--- src/hw/rtl/kdef_pkg.sv ---
// shared types, constants and helpers for the key debounce event fifo
package kdef_pkg;

    // field widths
    localparam int CODE_W      = 4;
    localparam int PIN_W       = 5;
    localparam int FILTER_W    = 7;
    localparam int LONG_W      = 16;
    localparam int REPEAT_W    = 8;
    localparam int DEBOUNCE_W  = 8;
    localparam int KEY_NUM_W   = 3;
    localparam int CFG_DATA_W  = 16;
    localparam int CFG_INDEX_W = 2;

    // parameter defaults
    localparam int NUM_KEYS_DEF   = 5;
    localparam int FIFO_DEPTH_DEF = 16;

    // configuration reset values
    localparam logic [FILTER_W-1:0] FILTER_TIME_RST   = FILTER_W'(5);
    localparam logic [LONG_W-1:0]   LONG_TIME_RST     = LONG_W'(100);
    localparam logic [REPEAT_W-1:0] REPEAT_PERIOD_RST = '0;
    localparam logic [PIN_W-1:0]    ACTIVE_LEVELS_RST = '0;

    // debounce counter starts at half the reset filter time
    localparam logic [DEBOUNCE_W-1:0] DEBOUNCE_RST = DEBOUNCE_W'(5 / 2);

    // configuration register indexes
    localparam logic [CFG_INDEX_W-1:0] REG_FILTER_TIME   = 2'd0;
    localparam logic [CFG_INDEX_W-1:0] REG_LONG_TIME     = 2'd1;
    localparam logic [CFG_INDEX_W-1:0] REG_REPEAT_PERIOD = 2'd2;
    localparam logic [CFG_INDEX_W-1:0] REG_ACTIVE_LEVELS = 2'd3;

    // request commands
    localparam logic CMD_SCAN = 1'b0;
    localparam logic CMD_POP  = 1'b1;

    // event kinds, added to three times the key number
    localparam logic [1:0] EV_PRESS   = 2'd1;
    localparam logic [1:0] EV_RELEASE = 2'd2;
    localparam logic [1:0] EV_LONG    = 2'd3;

    // sequencer states
    typedef enum logic [2:0] {
        ST_IDLE,
        ST_EVAL,
        ST_PUSH_SECOND,
        ST_POP,
        ST_DONE
    } kdef_state_t;

    // timing configuration seen by the key unit
    typedef struct packed {
        logic [FILTER_W-1:0] filter_time;
        logic [LONG_W-1:0]   long_time;
        logic [REPEAT_W-1:0] repeat_period;
    } kdef_cfg_t;

    // up to two fifo writes raised by one key in one tick, in order
    typedef struct packed {
        logic              first_valid;
        logic [CODE_W-1:0] first_code;
        logic              second_valid;
        logic [CODE_W-1:0] second_code;
    } kdef_push_t;

    // event code 3*key + kind, kept to four bits
    function automatic logic [CODE_W-1:0] event_code(input logic [KEY_NUM_W-1:0] key,
                                                     input logic [1:0] kind);
        logic [KEY_NUM_W+2:0] sum;
        sum = (KEY_NUM_W + 3)'(key) * (KEY_NUM_W + 3)'(3) + (KEY_NUM_W + 3)'(kind);
        return sum[CODE_W-1:0];
    endfunction

endpackage

--- src/hw/rtl/kdef_fifo.sv ---
// ring buffer of event codes with no full check
module kdef_fifo
    import kdef_pkg::*;
#(
    parameter int FIFO_DEPTH = FIFO_DEPTH_DEF
)
(
    input  logic              clk,
    input  logic              rst_n,
    input  logic              wr_en,
    input  logic [CODE_W-1:0] wr_code,
    input  logic              rd_en,
    output logic [CODE_W-1:0] rd_code,
    output logic              empty
);
    localparam int PTR_W = $clog2(FIFO_DEPTH);

    logic [CODE_W-1:0] mem [FIFO_DEPTH];
    logic [PTR_W-1:0]  wr_ptr_reg;
    logic [PTR_W-1:0]  rd_ptr_reg;
    logic [CODE_W-1:0] rd_code_reg;

    assign empty   = (rd_ptr_reg == wr_ptr_reg);
    assign rd_code = rd_code_reg;

    // pointers wrap at the buffer depth
    always_ff @(posedge clk or negedge rst_n)
    begin
        if (!rst_n)
        begin
            wr_ptr_reg <= '0;
            rd_ptr_reg <= '0;
        end
        else
        begin
            if (wr_en)
            begin
                wr_ptr_reg <= (wr_ptr_reg == PTR_W'(FIFO_DEPTH - 1)) ? '0
                                                                     : wr_ptr_reg + PTR_W'(1);
            end
            if (rd_en && !empty)
            begin
                rd_ptr_reg <= (rd_ptr_reg == PTR_W'(FIFO_DEPTH - 1)) ? '0
                                                                     : rd_ptr_reg + PTR_W'(1);
            end
        end
    end

    // storage write port
    always_ff @(posedge clk)
    begin
        if (wr_en)
        begin
            mem[wr_ptr_reg] <= wr_code;
        end
    end

    // registered read port
    always_ff @(posedge clk)
    begin
        if (rd_en)
        begin
            rd_code_reg <= mem[rd_ptr_reg];
        end
    end

endmodule

--- config.mk ---
export PLATFORM = sky130hd
export DESIGN_NAME = kdef_fifo
export DESIGN_NICKNAME = d
export VERILOG_FILES = /design/src/hw/rtl/kdef_pkg.sv /design/src/hw/rtl/kdef_fifo.sv
export SDC_FILE = /design/constraint.sdc
export NUM_CORES = 1
export LEC_CHECK = 0
export BUFFER_PORTS_ARGS = -buffer_cell sky130_fd_sc_hd__buf_2
export CORE_MARGIN = 3
export CORE_UTILIZATION = 35
export CTS_BUF_LIST = sky130_fd_sc_hd__clkbuf_4 sky130_fd_sc_hd__clkbuf_8
export CTS_CLUSTER_SIZE = 40
export DETAILED_ROUTE_END_ITERATION = 8
export GPL_TIMING_DRIVEN = 0
export MAX_ROUTING_LAYER = met4
export PLACE_DENSITY = 0.57
export SYNTH_ARGS = -nofsm -noshare
export SYNTH_HDL_FRONTEND = slang
export SYNTH_SLANG_ARGS = --single-unit
--- constraint.sdc ---
create_clock -name clk -period 2.1 [get_ports clk]
set_input_delay 0.42 -clock clk [delete_from_list [all_inputs] [get_ports clk]]
set_output_delay 0.42 -clock clk [all_outputs]
set_load 0.02 [all_outputs]
# Word level (Yosys, flattened, before mapping)
# Memory sizes are Yosys's and may differ from the RTL's. A register that Yosys moved wholly into a read port is not among the register bits.
# Index checks and enable logic that the tools add are counted.
# word_totals
register_bits	8
ramBits	64
in_bits	8
output_inout_bits	5
wordCells	14
mem_count	1
# op_classes
addsub	2
n_eq_ne	3
muxes	4
n_reduce_logical	2
# mem_list
name	depth	word_bits	rd	rd_clocked_by_memory_dff	wr	line	rtl
mem	16	4	1	1	1	kdef_fifo.sv:18	logic [CODE_W-1:0] mem [FIFO_DEPTH];
# ops
op	count
$add A4 B1 Y4 const B	2
$eq A4 B4 Y1 const B	2
$mux W4	2
$eq A4 B4 Y1	1
$mux W1	2
$logic_and A1 B1 Y1	1
$logic_not A1 Y1	1

# Logic depth before layout (Yosys ltp)
# Gate-level depths: netlist of run 1.
# logic_depth
depth_word	3
mapped_depth	6
mapped_depth_nobuf	4

# Least setup slack after synthesis of run 1
# OpenSTA, ideal clock, no wires.
# synth_timing
path_type	reg2out
start	register rd_ptr_reg[0]
end	output port empty
arrival_time_ps	1398
t_required_ps	1680
path_slack_ps	282
stages_incl_launch_ff	4
path_buffers	1
cell_sequence	dfrtp_1 -> buf_6 -> xor2_1 -> nor4_1
# synth_via
elab_chain_cells	1
# synth_lines
element	line	rtl
start, declared	kdef_fifo.sv:20	logic [PTR_W-1:0] rd_ptr_reg;
start signal, assigned	kdef_fifo.sv:43	rd_ptr_reg <= (rd_ptr_reg == PTR_W'(FIFO_DEPTH - 1)) ? '0
$eq A4 B4 Y1	kdef_fifo.sv:23	assign empty = (rd_ptr_reg == wr_ptr_reg);
end, declared	kdef_fifo.sv:14	output logic empty
# Every way passes these cells.

# Worst setup path after layout of run 1
# layout_timing
start	register wr_ptr_reg[2]
end	output port empty
# layout_via
elab_chain_cells	1
# layout_lines
element	line	rtl
start, declared	kdef_fifo.sv:19	logic [PTR_W-1:0] wr_ptr_reg;
start signal, assigned	kdef_fifo.sv:38	wr_ptr_reg <= (wr_ptr_reg == PTR_W'(FIFO_DEPTH - 1)) ? '0
$eq A4 B4 Y1	kdef_fifo.sv:23	
# Every way passes these cells.

==> results of run 1 <==
area by class of cell:
type                            count  share of cell area, %
Timing Repair Buffer               12                   1.79
Clock buffer                       11                   3.83
Multi-Input combinational cell    101                   23.4
Buffer                             10                   1.66
Clock inverter                      5                   3.42
Tap cell                          108                   3.73
Inverter                            3                  0.311
Sequential cell                    76                   61.8
through the flow:
| stage | utilization [%] | cells | instance area (um2) | power [W] | hold WS (ps) |
|---|---|---|---|---|---|
| final | 41.6 | 326 | 3630 | 0.00514 | 381 |
| after global routing | 41.6 | 326 | 3630 | 0.00541 | 386 |
| after CTS | 41.5 | 326 | 3620 | 0.00515 | 384 |
| after detailed placement | 38.4 | 309 | 3340 | 0.00370 | 275 |
| after global placement | 38.4 | 309 | 3340 | 0.00368 | 272 |
| after floorplan | - | 190 | 3150 | 0.00326 | 124 |
cells by family (layout without fill, tap and decap cells):
logic type      count (synthesis)  count (layout)  synth area share (%)
compound gates                 24              24                  5.55
xor+xnor                        7               7                  1.94
fa+ha+maj                       5               5                  1.98
buf+inv                        13              41                  2.18
flops                          76              76                  71.1
mux                            26              26                  11.7
simple gates                   39              39                  5.51
cell usage in the layout, fill, tap and decap left out:
cell / instances
a21o_1: 1
a21oi_1: 1
a221oi_1: 7
a221oi_2: 1
a22oi_1: 4
a31oi_1: 1
a32o_1: 1
and2_1: 2
and3_1: 1
buf_2: 14
buf_4: 3
buf_6: 1
bufinv_16: 4
clkbuf_1: 3
clkbuf_4: 2
clkbuf_8: 9
clkinv_1: 1
dfrtp_1: 8
dlygate4sd3_1: 1
edfxtp_1: 68
ha_1: 5
inv_1: 3
mux2_4: 2
mux2i_1: 16
mux4_2: 8
nand2_1: 12
nand2b_1: 2
nand3_1: 2
nor2_1: 13
nor2b_1: 2
nor3_1: 4
nor4_1: 1
o21ai_0: 7
o41a_1: 1
xnor2_1: 3
xor2_1: 4
what timing repair did:
item	CTS	global route
hold buffers	1	0
gates resized for setup	0	3
endpoints found under the hold margin	8	0
setup endpoints to repair	0	2
power by group:
| group | leakage [nW] | internal [W] | total [W] | switching, W |
|---|---|---|---|---|
| Sequential | 0.713 | 0.00191 | 0.00202 | 0.000114 |
| Clock | 0.132 | 0.000933 | 0.00146 | 0.000525 |
| Combinational | 0.441 | 0.000694 | 0.00165 | 0.000960 |
| Total | 1.29 | 0.00354 | 0.00514 | 0.00160 |
worst max path at each step:
stage / start / endpoint / slack, ps / depth (start not counted)
floorplan: rd_ptr_reg[0]$_DFFE_PN0P_ / empty / 280 / 3
global placement: rd_ptr_reg[1]$_DFFE_PN0P_ / rd_code[2]$_DFFE_PP_ / 190 / 5
detailed placement: rd_ptr_reg[1]$_DFFE_PN0P_ / rd_code[2]$_DFFE_PP_ / 170 / 5
CTS: rd_ptr_reg[0]$_DFFE_PN0P_ / empty / 80 / 4
global route: wr_ptr_reg[2]$_DFFE_PN0P_ / empty / 6 / 4
finish: wr_ptr_reg[2]$_DFFE_PN0P_ / empty / 150 / 4
layer usage:
metal	track usage [%]	wire length, um	part of all wire [%]	vias up
met4	7.57	138	2.3	0
met2	20.3	2860	48	45
met5	-	0	0	-
li1	-	-	-	779
met1	17.0	2670	44	818
met3	2.91	347	5.8	11
==> summary.md, run 1 <==
| Metric | Value |
|---|---|
| Status | complete, no violations |
| Cells after synthesis | 190 |
| Die X | 101 um |
| Vias | 1653 |
| Hold Startpoint | rd_en |
| Critical-path cell list | buf_4, xor2_1, nor4_1, buf_2 |
| Ys flop type | edfxtp_1 |
| Std-Cell Rows | 34 |
| Starting density of the core | 36.2% |
| Worst r2r dst | rd_code[0]$_DFFE_PP_ |
| Worst-Margin Slew | 625 ps |
| Largest net degree at the start of global routing | 17 |
| Pwr/cell area | 1420 mW/mm2 |
| Clock Skews | 14.3 ps |
| Yosys cell types | 30 |
| Post-place setup slack | 165 ps |
| Top reg by flops | mem |
| Final Hold Viols | 0 |
| Post-route minimum period | 1950 ps |
| Finish-stage setup viols | 0 |
| Yosys reg bits | 76 |
| R2r startpoint | rd_ptr_reg[1]$_DFFE_PN0P_ |
| GPL Wtd Cong | 0.767 |
| Reg area | 0.00224 mm2 |
| Synth warn | 0 |
| RSZ-0062 raised after global routing | false |
| H-tree Lvls | 3 |
| Avg Cell Area, Syn | 16.6 um2 |
| Setup_tns | 0 ps |
| Worst VDD drop | 429 uV |
| Core area | 0.00872 mm2 |
| Hold EP | rd_code[2]$_DFFE_PP_ |
| Buf+Inv Stages, Crit Path | 2 |
| # fillers | 758 |
| Synth area leaders | edfxtp_1, dfrtp_1, mux4_2, mux2i_1, a221oi_1 |
| Slew Limit Headroom | 58.0% |
| Critical Path AT | 1530 ps |
| GRT Total Usage | 13.5% |
| Worst reg2reg path depth | 5 |
| Slowest stage delay, CP | 370 ps |
| Multi-input logic area | 850 um2 |
| Crit path max fanout | 10 |
| Clk slew on worst S/H paths | 80 ps |
| Worst Hold Path Cells | 1 |
| Worst-skew pair later-pin latency | 360 ps |
| FFs w/ async S/R, synth | 10.5% |
| Post-Syn Nets | 203 |
| # clock sinks | 76 |
| Post-Syn Area | 0.00315 mm2 |
| Final worst-path setup slack | 147 ps |
| Synth cell count leaders | edfxtp_1, mux2i_1, nor2_1 |
| Final layout net count | 226 |
| Seq/Total Area, Yosys | 71.1% |
| CTS buffer count | 9 |
| Leakage | 1.29 nW |
| Family with the most delay on the worst path | flip-flops |
| Share of layout cells above drive strength 1 | 20.2% |
| Max Fclk | 0.512 GHz |
| Final Cycle Share | 93.0% |
| Vias in the first global route | 1651 |
| Avg Vias per Cell | 5.07 |
| Largest register FFs | 64 |
| Die area | 0.0102 mm2 |
| Worst Setup End Kind | output port |
| Area Growth Syn to Fin | 15.0% |
| Initial antenna violation count | 0 |
| Min-Delay Path Class | in -> reg |
| Post-route ant nets | 0 |
| # DRC | 0 |
| Number of flops mapped to enable cells by yosys | 68 |
| # IOs | 13 |
| Max cap viols | 0 |
| Worst Path Required | 1680 ps |
| Hpwl dp | 4120 um |
| Drt wl/cell | 18.5 um |
| Pins Over Slew Limit | 0 |
| Slowest CP cell | dfrtp_1 |
| CTS tree | done |
| # port buffers | 11 |
| Routed wire length | 6020 um |
| Most frequent cell after synthesis | edfxtp_1 |
| Initial DRC count | 117 |
| Ant diodes | 0 |
| Worst Setup Path Type | reg -> out |
| Synth area leader | edfxtp_1 |
| Post-CTS setup buffers | 0 |
| CTS max path bufs | 2 |
| R2r setup slk | 160 ps |
| Synth top area share | 64.7% |
| Die Y | 101 um |
| First-pass GRT wire length | 9560 um |
| CTS root buffer | clkbuf_8 |
| Element type at the critical path start | flip-flop |
| Total gr overflow | 0 |
| First-pass iteration count of the detailed router | 4 |
Note: power is estimated with default switching activity, not from simulation.
==> run 2, diff against run 1 <==
Settings changed: ABC_CLOCK_PERIOD_IN_PS set to 2100, SETUP_SLACK_MARGIN set to 0.2.
==> run 2 against run 1 <==
  * Sequential power about the same
  * Die area unchanged
  * Utilization up 2.6 points
  * Largest power group is now combinational logic
  * Critical path depth down 1
  * Final cell count up 2.5%
  * Global-route usage about the same
  * Register-to-register slack better by 120 ps
==> summary.md, run 2 (same netlist as run 1, synthesis figures left out) <==
| Metric | Value |
|---|---|
| Drt wl/cell | 18.5 um (about the same) |
| Pins Over Slew Limit | 0 (unchanged) |
| Critical Path AT | 1460 ps (was 1530 ps) |
| Slowest CP cell | dfrtp_2 (was dfrtp_1) |
| Final layout net count | 234 (was 226) |
| Critical-path cell list | xor2_2, nor4_4, buf_4 (was buf_4, xor2_1, nor4_1, buf_2) |
| Core area | 0.00872 mm2 (unchanged) |
| RSZ-0062 raised after global routing | true (was false) |
| Vias | 1699 (was 1653) |
| CTS root buffer | clkbuf_8 (unchanged) |
| Starting density of the core | 36.2% (unchanged) |
| Initial DRC count | 119 (was 117) |
| First-pass GRT wire length | 9580 um (was 9560 um) |
| Largest register FFs | 64 (unchanged) |
| # port buffers | 11 (unchanged) |
| Largest net degree at the start of global routing | 17 (unchanged) |
| Share of layout cells above drive strength 1 | 31.4% (was 20.2%) |
| CTS max path bufs | 2 (unchanged) |
| Total gr overflow | 0 (unchanged) |
| Worst VDD drop | 494 uV (was 429 uV) |
| Worst-Margin Slew | 635 ps (was 625 ps) |
| Post-place setup slack | 165 ps (unchanged) |
| CTS tree | done (unchanged) |
| Clock Skews | 10.3 ps (was 14.3 ps) |
| Max cap viols | 0 (unchanged) |
| Worst Hold Slack | 392 ps (was 381 ps) |
| Vias in the first global route | 1649 (was 1651) |
| Slew Limit Headroom | 57.3% (was 58.0%) |
| Die Y | 101 um (unchanged) |
| Die X | 101 um (unchanged) |
| Max Fclk | 0.532 GHz (was 0.512 GHz) |
| Worst-skew pair later-pin latency | 350 ps (was 360 ps) |
| Final Cycle Share | 89.5% (was 93.0%) |
| Routed wire length | 6190 um (was 6020 um) |
| Ant diodes | 0 (unchanged) |
| Initial antenna violation count | 0 (unchanged) |
| Hpwl dp | 4120 um (unchanged) |
| Setup_tns | 0 ps (unchanged) |
| GPL Wtd Cong | 0.767 (unchanged) |
| Clk slew on worst S/H paths | 80 ps (about the same) |
| Post-route minimum period | 1880 ps (was 1950 ps) |
| H-tree Lvls | 3 (unchanged) |
| First-pass iteration count of the detailed router | 4 (unchanged) |
| Status | complete, no violations (unchanged) |
| Avg Vias per Cell | 5.09 (was 5.07) |
| GRT Total Usage | 13.6% (was 13.5%) |
| Post-route ant nets | 0 (unchanged) |
| Die area | 0.0102 mm2 (unchanged) |
| Area Growth Syn to Fin | 22.1% (was 15.0%) |
| Slowest stage delay, CP | 460 ps (was 370 ps) |
| Element type at the critical path start | flip-flop (unchanged) |
| Min-Delay Path Class | in -> reg (unchanged) |
| Leakage | 1.36 nW (was 1.29 nW) |
| Final Hold Viols | 0 (unchanged) |
| # IOs | 13 (unchanged) |
| # clock sinks | 76 (unchanged) |
| Worst Setup Path Type | reg -> out (unchanged) |
| CTS buffer count | 9 (unchanged) |
| Final worst-path setup slack | 221 ps (was 147 ps) |
| Crit path max fanout | 4 (was 10) |
| # DRC | 0 (unchanged) |
| Most common cell after layout, fill and taps aside | edfxtp_1 (unchanged) |
| Most frequent cells in the layout | edfxtp_1, mux2i_1, nor2_1 (was edfxtp_1, mux2i_1, buf_2) |
| Worst Setup End Kind | output port (unchanged) |
| Finish-stage setup viols | 0 (unchanged) |
| Std-Cell Rows | 34 (unchanged) |
| Pwr/cell area | 1460 mW/mm2 (was 1420 mW/mm2) |
| Top reg by flops | mem (unchanged) |
| Worst Path Required | 1680 ps (about the same) |
| Layout Utilization | 44.2% (was 41.6%) |
run 2: metrics by stage:
| step | total power [W] | cell area (um2) | std cells |
|---|---|---|---|
| after floorplan | 0.00326 | 3150 | 190 |
| after global placement | 0.00368 | 3340 | 309 |
| after detailed placement | 0.00370 | 3340 | 309 |
| after CTS | 0.00520 | 3640 | 326 |
| after global routing | 0.00591 | 3850 | 334 |
| final | 0.00561 | 3850 | 334 |
run 2: timing repair:
action,in CTS,in global routing
gates cloned,0,1
setup buffers,0,7
endpoints found under the hold margin,8,0
pin swaps,1,2
hold buffers,1,0
gates resized for setup,6,27
setup endpoints to repair,4,9
run 2: cell type report:
class                      instances  area, um2
clock inverter                     5        124
inverter                           3       11.3
tap                              108        135
multi-input combinational        101        966
sequential                        76       2250
buffer                            10       85.1
timing repair buffer              20        145
clock buffer                      11        139
fill                             735       4870
run 2: final timing paths:
| path | depth (start not counted) | endpoint | slack, ps | start |
|---|---|---|---|---|
| hold reg to reg | 2 | wr_ptr_reg[3]$_DFFE_PN0P_ | 650 | wr_ptr_reg[1]$_DFFE_PN0P_ |
| setup reg to reg | 6 | rd_code[2]$_DFFE_PP_ | 280 | rd_ptr_reg[0]$_DFFE_PN0P_ |
| setup / recovery | 3 | empty | 220 | rd_ptr_reg[2]$_DFFE_PN0P_ |
| min in group asynchronous | 2 | wr_ptr_reg[0]$_DFFE_PN0P_ | 450 | rst_n |
| max in group asynchronous | 2 | rd_ptr_reg[1]$_DFFE_PN0P_ | 1460 | rst_n |
| hold / removal | 1 | rd_code[2]$_DFFE_PP_ | 390 | rd_en |
run 2: critical path, delay by kind of cell (launching register included):
| family | cells | cell delay, ps |
|---|---|---|
| xor gates and xnor gates | 1 | 210 |
| buffers and inverters | 1 | 180 |
| and+or+nand+nor | 1 | 270 |
| DFF | 1 | 460 |
run 2: per-layer routing:
metal | up-vias | global-route usage [%] | wire length [um]
li1 | 797 | - | -
met1 | 856 | 17.2 | 2760
met2 | 38 | 20.3 | 3050
met3 | 8 | 2.91 | 269
met4 | 0 | 7.57 | 104
met5 | - | - | 0
run 2: where the power goes:
group | switching (W) | internal [W] | total [W]
logic | 0.00113 | 0.000988 | 0.00212
registers | 0.000129 | 0.00192 | 0.00205
clock network | 0.000512 | 0.000933 | 0.00145
